### src/assert_macros.svh
// ----------------------------------------------------------------------------
// Assertion macros
// Shared concurrent assertion wrappers for the interpolator RTL.
// ----------------------------------------------------------------------------
`ifndef ASSERT_MACROS_SVH
`define ASSERT_MACROS_SVH

// A property checked at every rising clock edge outside reset.
`define BINT_ASSERT(name, clk, rst_n, prop, msg) \
  name: assert property (@(posedge clk) disable iff (!rst_n) (prop)) \
    else $error(msg);

// A condition that must never be seen outside reset.
`define BINT_ASSERT_NEVER(name, clk, rst_n, expr, msg) \
  `BINT_ASSERT(name, clk, rst_n, !(expr), msg)

`endif

### src/bint_pkg.sv
// ----------------------------------------------------------------------------
// bint_pkg
// Constants and codes shared by the bilinear interpolator.
// ----------------------------------------------------------------------------
package bint_pkg;

  // Default breakpoint table depths.
  localparam int unsigned MAX_X_POINTS_DEF = 16;
  localparam int unsigned MAX_Y_POINTS_DEF = 16;

  // Datapath widths.
  localparam int unsigned DATA_W = 32;
  localparam int unsigned MUL_W  = 32;
  localparam int unsigned DEN_W  = 2 * MUL_W;
  // Four corner terms of up to 96 bits each, plus sign.
  localparam int unsigned ACC_W  = 100;

  // Word modes.
  localparam logic [1:0] MODE_LOAD_X = 2'd0;
  localparam logic [1:0] MODE_LOAD_Y = 2'd1;
  localparam logic [1:0] MODE_LOAD_V = 2'd2;
  localparam logic [1:0] MODE_QUERY  = 2'd3;

  // Result status codes.
  localparam logic [1:0] ST_OK    = 2'd0;
  localparam logic [1:0] ST_EXTRA = 2'd1;
  localparam logic [1:0] ST_ZERO  = 2'd2;
  localparam logic [1:0] ST_SAT   = 2'd3;

  // Register indexes (paddr bit 2).
  localparam logic REG_X_POINTS = 1'b0;
  localparam logic REG_Y_POINTS = 1'b1;

  // Configuration register width and reset value.
  localparam int unsigned CNT_REG_W = 5;
  localparam logic [CNT_REG_W-1:0] CNT_REG_RST = 5'd16;

endpackage

### src/bint_div.sv
// ----------------------------------------------------------------------------
// bint_div
// Restoring unsigned divider, one quotient bit per cycle.
// ----------------------------------------------------------------------------
module bint_div #(
  parameter int unsigned DVD_W = bint_pkg::ACC_W,
  parameter int unsigned DVS_W = bint_pkg::DEN_W
) (
  input  logic             clk_i,
  input  logic             rst_ni,
  input  logic             start_i,
  input  logic [DVD_W-1:0] dividend_i,
  input  logic [DVS_W-1:0] divisor_i,
  output logic             done_o,
  output logic [DVD_W-1:0] quotient_o
);

  localparam int unsigned CW = $clog2(DVD_W + 1);

  logic             running_q;
  logic             done_q;
  logic [CW-1:0]    cnt_q;
  logic [DVD_W-1:0] dvd_q;
  logic [DVD_W-1:0] quo_q;
  logic [DVS_W-1:0] dvs_q;
  logic [DVS_W-1:0] rem_q;
  logic [DVS_W:0]   rem_sh;
  logic [DVS_W:0]   rem_sub;
  logic             ge;

  // Shift the next dividend bit into the remainder and try the subtract.
  assign rem_sh  = {rem_q, dvd_q[DVD_W-1]};
  assign rem_sub = rem_sh - {1'b0, dvs_q};
  assign ge      = (rem_sh >= {1'b0, dvs_q});

  always_ff @(posedge clk_i or negedge rst_ni) begin
    if (!rst_ni) begin
      running_q <= 1'b0;
      done_q    <= 1'b0;
      cnt_q     <= '0;
    end else begin
      done_q <= 1'b0;
      if (start_i) begin
        running_q <= 1'b1;
        cnt_q     <= CW'(DVD_W);
      end else if (running_q) begin
        cnt_q <= cnt_q - 1'b1;
        if (cnt_q == CW'(1)) begin
          running_q <= 1'b0;
          done_q    <= 1'b1;
        end
      end
    end
  end

  always_ff @(posedge clk_i) begin
    if (start_i) begin
      dvd_q <= dividend_i;
      dvs_q <= divisor_i;
      rem_q <= '0;
    end else if (running_q) begin
      dvd_q <= {dvd_q[DVD_W-2:0], 1'b0};
      quo_q <= {quo_q[DVD_W-2:0], ge};
      rem_q <= ge ? rem_sub[DVS_W-1:0] : rem_sh[DVS_W-1:0];
    end
  end

  assign done_o     = done_q;
  assign quotient_o = quo_q;

endmodule

### config.mk
export PLATFORM = sky130hd
export DESIGN_NAME = bint_div
export DESIGN_NICKNAME = d
export VERILOG_FILES = /design/src/assert_macros.svh /design/src/bint_pkg.sv /design/src/bint_div.sv
export SDC_FILE = /design/constraint.sdc
export NUM_CORES = 1
export LEC_CHECK = 0
export CAP_MARGIN = 25
export CORE_MARGIN = 4
export CORE_UTILIZATION = 55
export CTS_BUF_LIST = sky130_fd_sc_hd__clkbuf_4
export CTS_CLUSTER_SIZE = 30
export DETAILED_ROUTE_END_ITERATION = 10
export DONT_BUFFER_PORTS = 1
export PLACE_DENSITY = 0.75
export SETUP_SLACK_MARGIN = 0.15
export SLEW_MARGIN = 20
export SYNTH_ARGS = -nofsm -noshare
export SYNTH_HDL_FRONTEND = slang
export SYNTH_SLANG_ARGS = --single-unit
### constraint.sdc
create_clock -name clk_i -period 9.5 [get_ports clk_i]
set_input_delay 0.95 -clock clk_i [delete_from_list [all_inputs] [get_ports clk_i]]
set_output_delay 0.95 -clock clk_i [all_outputs]
set_load 0.03 [all_outputs]
==> impl_results.md <==
- Syn Area/Cell: 11.60 um2
- Part of the cycle the worst path needs: 0.4294
- Area post-placement: 0.01678 mm2
- DR pass1 iterations: 6
- Maximum number of pins on one net before global-route repair: 228
- Slowest library cell on the worst path: or4b_1
- Clk slew on worst S/H paths: 80 ps
- Uppermost routed layer: met4
- Die area: 0.03288 mm2
- Final net count: 1685
- Warnings, synthesis: 0
- Design area: 0.01797 mm2
- Max Freq: 245.1 MHz
- Standard-cell rows: 63
- Synth top cells by count: 264 x edfxtp_1, 114 x nor2_1, 110 x a21oi_1
- Vias in the first global route: 10810
- Post-synth top area cell: edfxtp_1
- DRT iter0 DRCs: 1017
- Hpwl dp: 24690 um
- P&R area growth vs syn: 8.738%
- Power Density: 271.6 mW/mm2
- WHS Path Cells: 0
- Hold Vio Cnt, Final: 0
- CP max stage delay: 600 ps
- Min Tclk post-route: 4079 ps
- Height of the die: 181.3 um
- Met3 wire length: 3023 um
- Share of layout cells above drive strength 1: 0.1765
- Part of the power in registers: 0.402
- Met1 Wirelength: 15890 um
- Synth unique cells: 79
- Routability cong.: 0.9538
- Synth Flop Type: edfxtp_1
- Max-slew violations: 0
- Crit path max-delay family: simple AND/OR/NAND/NOR gates
- WS Path Type: flop to flop
- Leakage power: 6.847 nW
- Clk pwr share: 0.263
- Register area share after synthesis: 0.5709
- Port buffer count: 0
- Worst hold path endpoint: dvs_q[50]
- Global-route wire length before repair: 57100 um
- RSZ-0062 raised after global routing: false
- Post-CTS Setup Bufs: 0
- Hold crit path type: input pin to flop
- Via count: 11230
- Worst r2r dst: rem_q[62]
- Worst Path Arrival: 4630 ps
- Worst Path Required: 10050 ps
- Area contributors post-synth: edfxtp_1 48%, dfxtp_1 7.8%, mux2_2 7.0%
- Pint: 0.003173 W
- WL final: 36260 um
- Switching Fraction: 0.3498
- # setup viols final: 0
- CP max FO: 79
- CP cell instances: inv_1 > ha_1 > nand4_1 > or3_1 > or4_1 > o32ai_1 > a211oi_1 > o21ai_2 > a21oi_4 > buf_4 > or4b_1 > mux2i_1 > a2111oi_2
- Flop2flop setup slack: 5420 ps
- Yosys reg bits: 337
- Worst reg-to-reg path cell count: 13
- Async SR Flop Fraction: 0.02671
- Htree depth: 3
- Max Cap Viol: 0
- Post-DR vias/cell: 5.868
- Number of flops mapped to enable cells by yosys: 264
- Clock Sinks: 337
- Starting Density: 0.5575
- Rel. slew slack: 0.3202
- Clock skew: 46.41 ps
- GRT Util Overall: 0.2126
- WL/cell: 18.95 um
- Total grt overflow: 0
- Share of the synthesized area in the top cell type: 0.4797
- Critical Path Source: dvs_q[31]
- FF-to-FF Start: dvs_q[31]
- Syn Nets: 1658
- Syn Inst Count: 1424
- Detailed-route DRC error count: 0
- Comb pwr share: 0.335
- NetSw: 0.001707 W
- Core footprint: 0.02964 mm2
- Tightest Pin Transition: 1011 ps
- Most frequent cell after synthesis: edfxtp_1
- Root buffer cell: clkbuf_4
- Cell area after synthesis: 0.01652 mm2
- CTS tree: yes
- Num CTS Buffers: 87
- Fin Hold WS: 327.2 ps
- Metal2 WL: 16610 um
- Setup TNS: 0 ps
- Die width: 181.3 um
- Max IR drop VDD: 185.5 uV
- Critical path endpoint category: flop
- CTS Buffer Depth: 3
- Antenna-violating nets left: 0
- Critical Path Source Type: flop
- Number of placed I/O pins: 268
- Buffers & Inverters on Critical Path: 2
- Initial antenna violation count: 5
- Status: finished, final reports clean
- Clock latency on the worst-skew pair: 710 ps
- Min-delay src: divisor_i[50]
## routing by layer
| layer | GRT usage | vias up |
|---|---|---|
| met5 | 0 | - |
| met4 | 0.07175 | 0 |
| met3 | 0.06463 | 60 |
| met2 | 0.3277 | 441 |
| met1 | 0.2896 | 5335 |
| li1 | - | 5390 |
## what timing repair did
action	in CTS	in global routing
hold endpoints to repair	9	0
hold buffers	1	0
setup endpoints to repair	0	0
resized for setup	0	0
## kinds of logic after synthesis
| logic type | share of synthesized area |
|---|---|
| compound gates | 0.1403 |
| simple gates | 0.09647 |
| flops | 0.5709 |
| buf+inv | 0.03907 |
| mux | 0.07557 |
| fa+ha+maj | 0.05118 |
| xor+xnor | 0.02650 |
## registers in the layout, summed over array words and instances, names as in the netlist
register,cells
cnt_q,7
dvs_q,64
rem_q,64
dvd_q,100
running_q,1
quotient_o,100
done_o,1
## placed cells by master (no fill, tap or decap), drive strengths merged, types with 62 or more instances in the layout
cell type	Yosys	routed
edfxtp	264	264
clkbuf	58	132
a21oi	111	111
inv	96	97
dfxtp	64	64
mux2	102	102
ha	66	66
o21ai	62	62
nand2	93	93
nor2	115	115
## power groups by stage
stage / combinational, W / clock (W) / sequential [W]
2_1_floorplan: 0.00134 / 0 / 0.00195
3_3_place_gp: 0.00158 / 0 / 0.00198
3_5_place_dp: 0.00161 / 0 / 0.00199
4_1_cts: 0.00162 / 0.00133 / 0.00196
5_1_grt: 0.00183 / 0.00142 / 0.00199
6_report: 0.00163 / 0.00128 / 0.00196
## worst max path at each step
stage / end / slack [ps] / cells past startpoint
final: rem_q[62] / 5420 / 13
after global routing: rem_q[30] / 5160 / 13
after CTS: rem_q[62] / 5380 / 13
after detailed placement: rem_q[62] / 5410 / 13
after global placement: rem_q[62] / 5520 / 13
after floorplan: rem_q[63] / 5440 / 6
## through the flow
stage | utilization | setup slack (ps) | std cells | total power (W)
final | 0.6063 | 5421 | 1913 | 0.004881
after global routing | 0.6063 | 5158 | 1913 | 0.005232
after CTS | 0.6057 | 5385 | 1908 | 0.004911
after detailed placement | 0.5662 | 5408 | 1751 | 0.003597
after global placement | 0.5662 | 5520 | 1751 | 0.003564
after floorplan | - | 5438 | 1424 | 0.003292
## final cells by class
| cell class | count | area (um2) |
|---|---|---|
| antenna | 5 | 12.51 |
| inverter | 96 | 364.1 |
| sequential | 337 | 9438 |
| clock buffer | 132 | 991.0 |
| fill | 2444 | 11670 |
| timing repair buffer | 6 | 51.30 |
| multi-input combinational | 923 | 6452 |
| tap | 390 | 488.0 |
| clock inverter | 24 | 171.4 |
No activity file was read; power rests on OpenSTA's default activity.
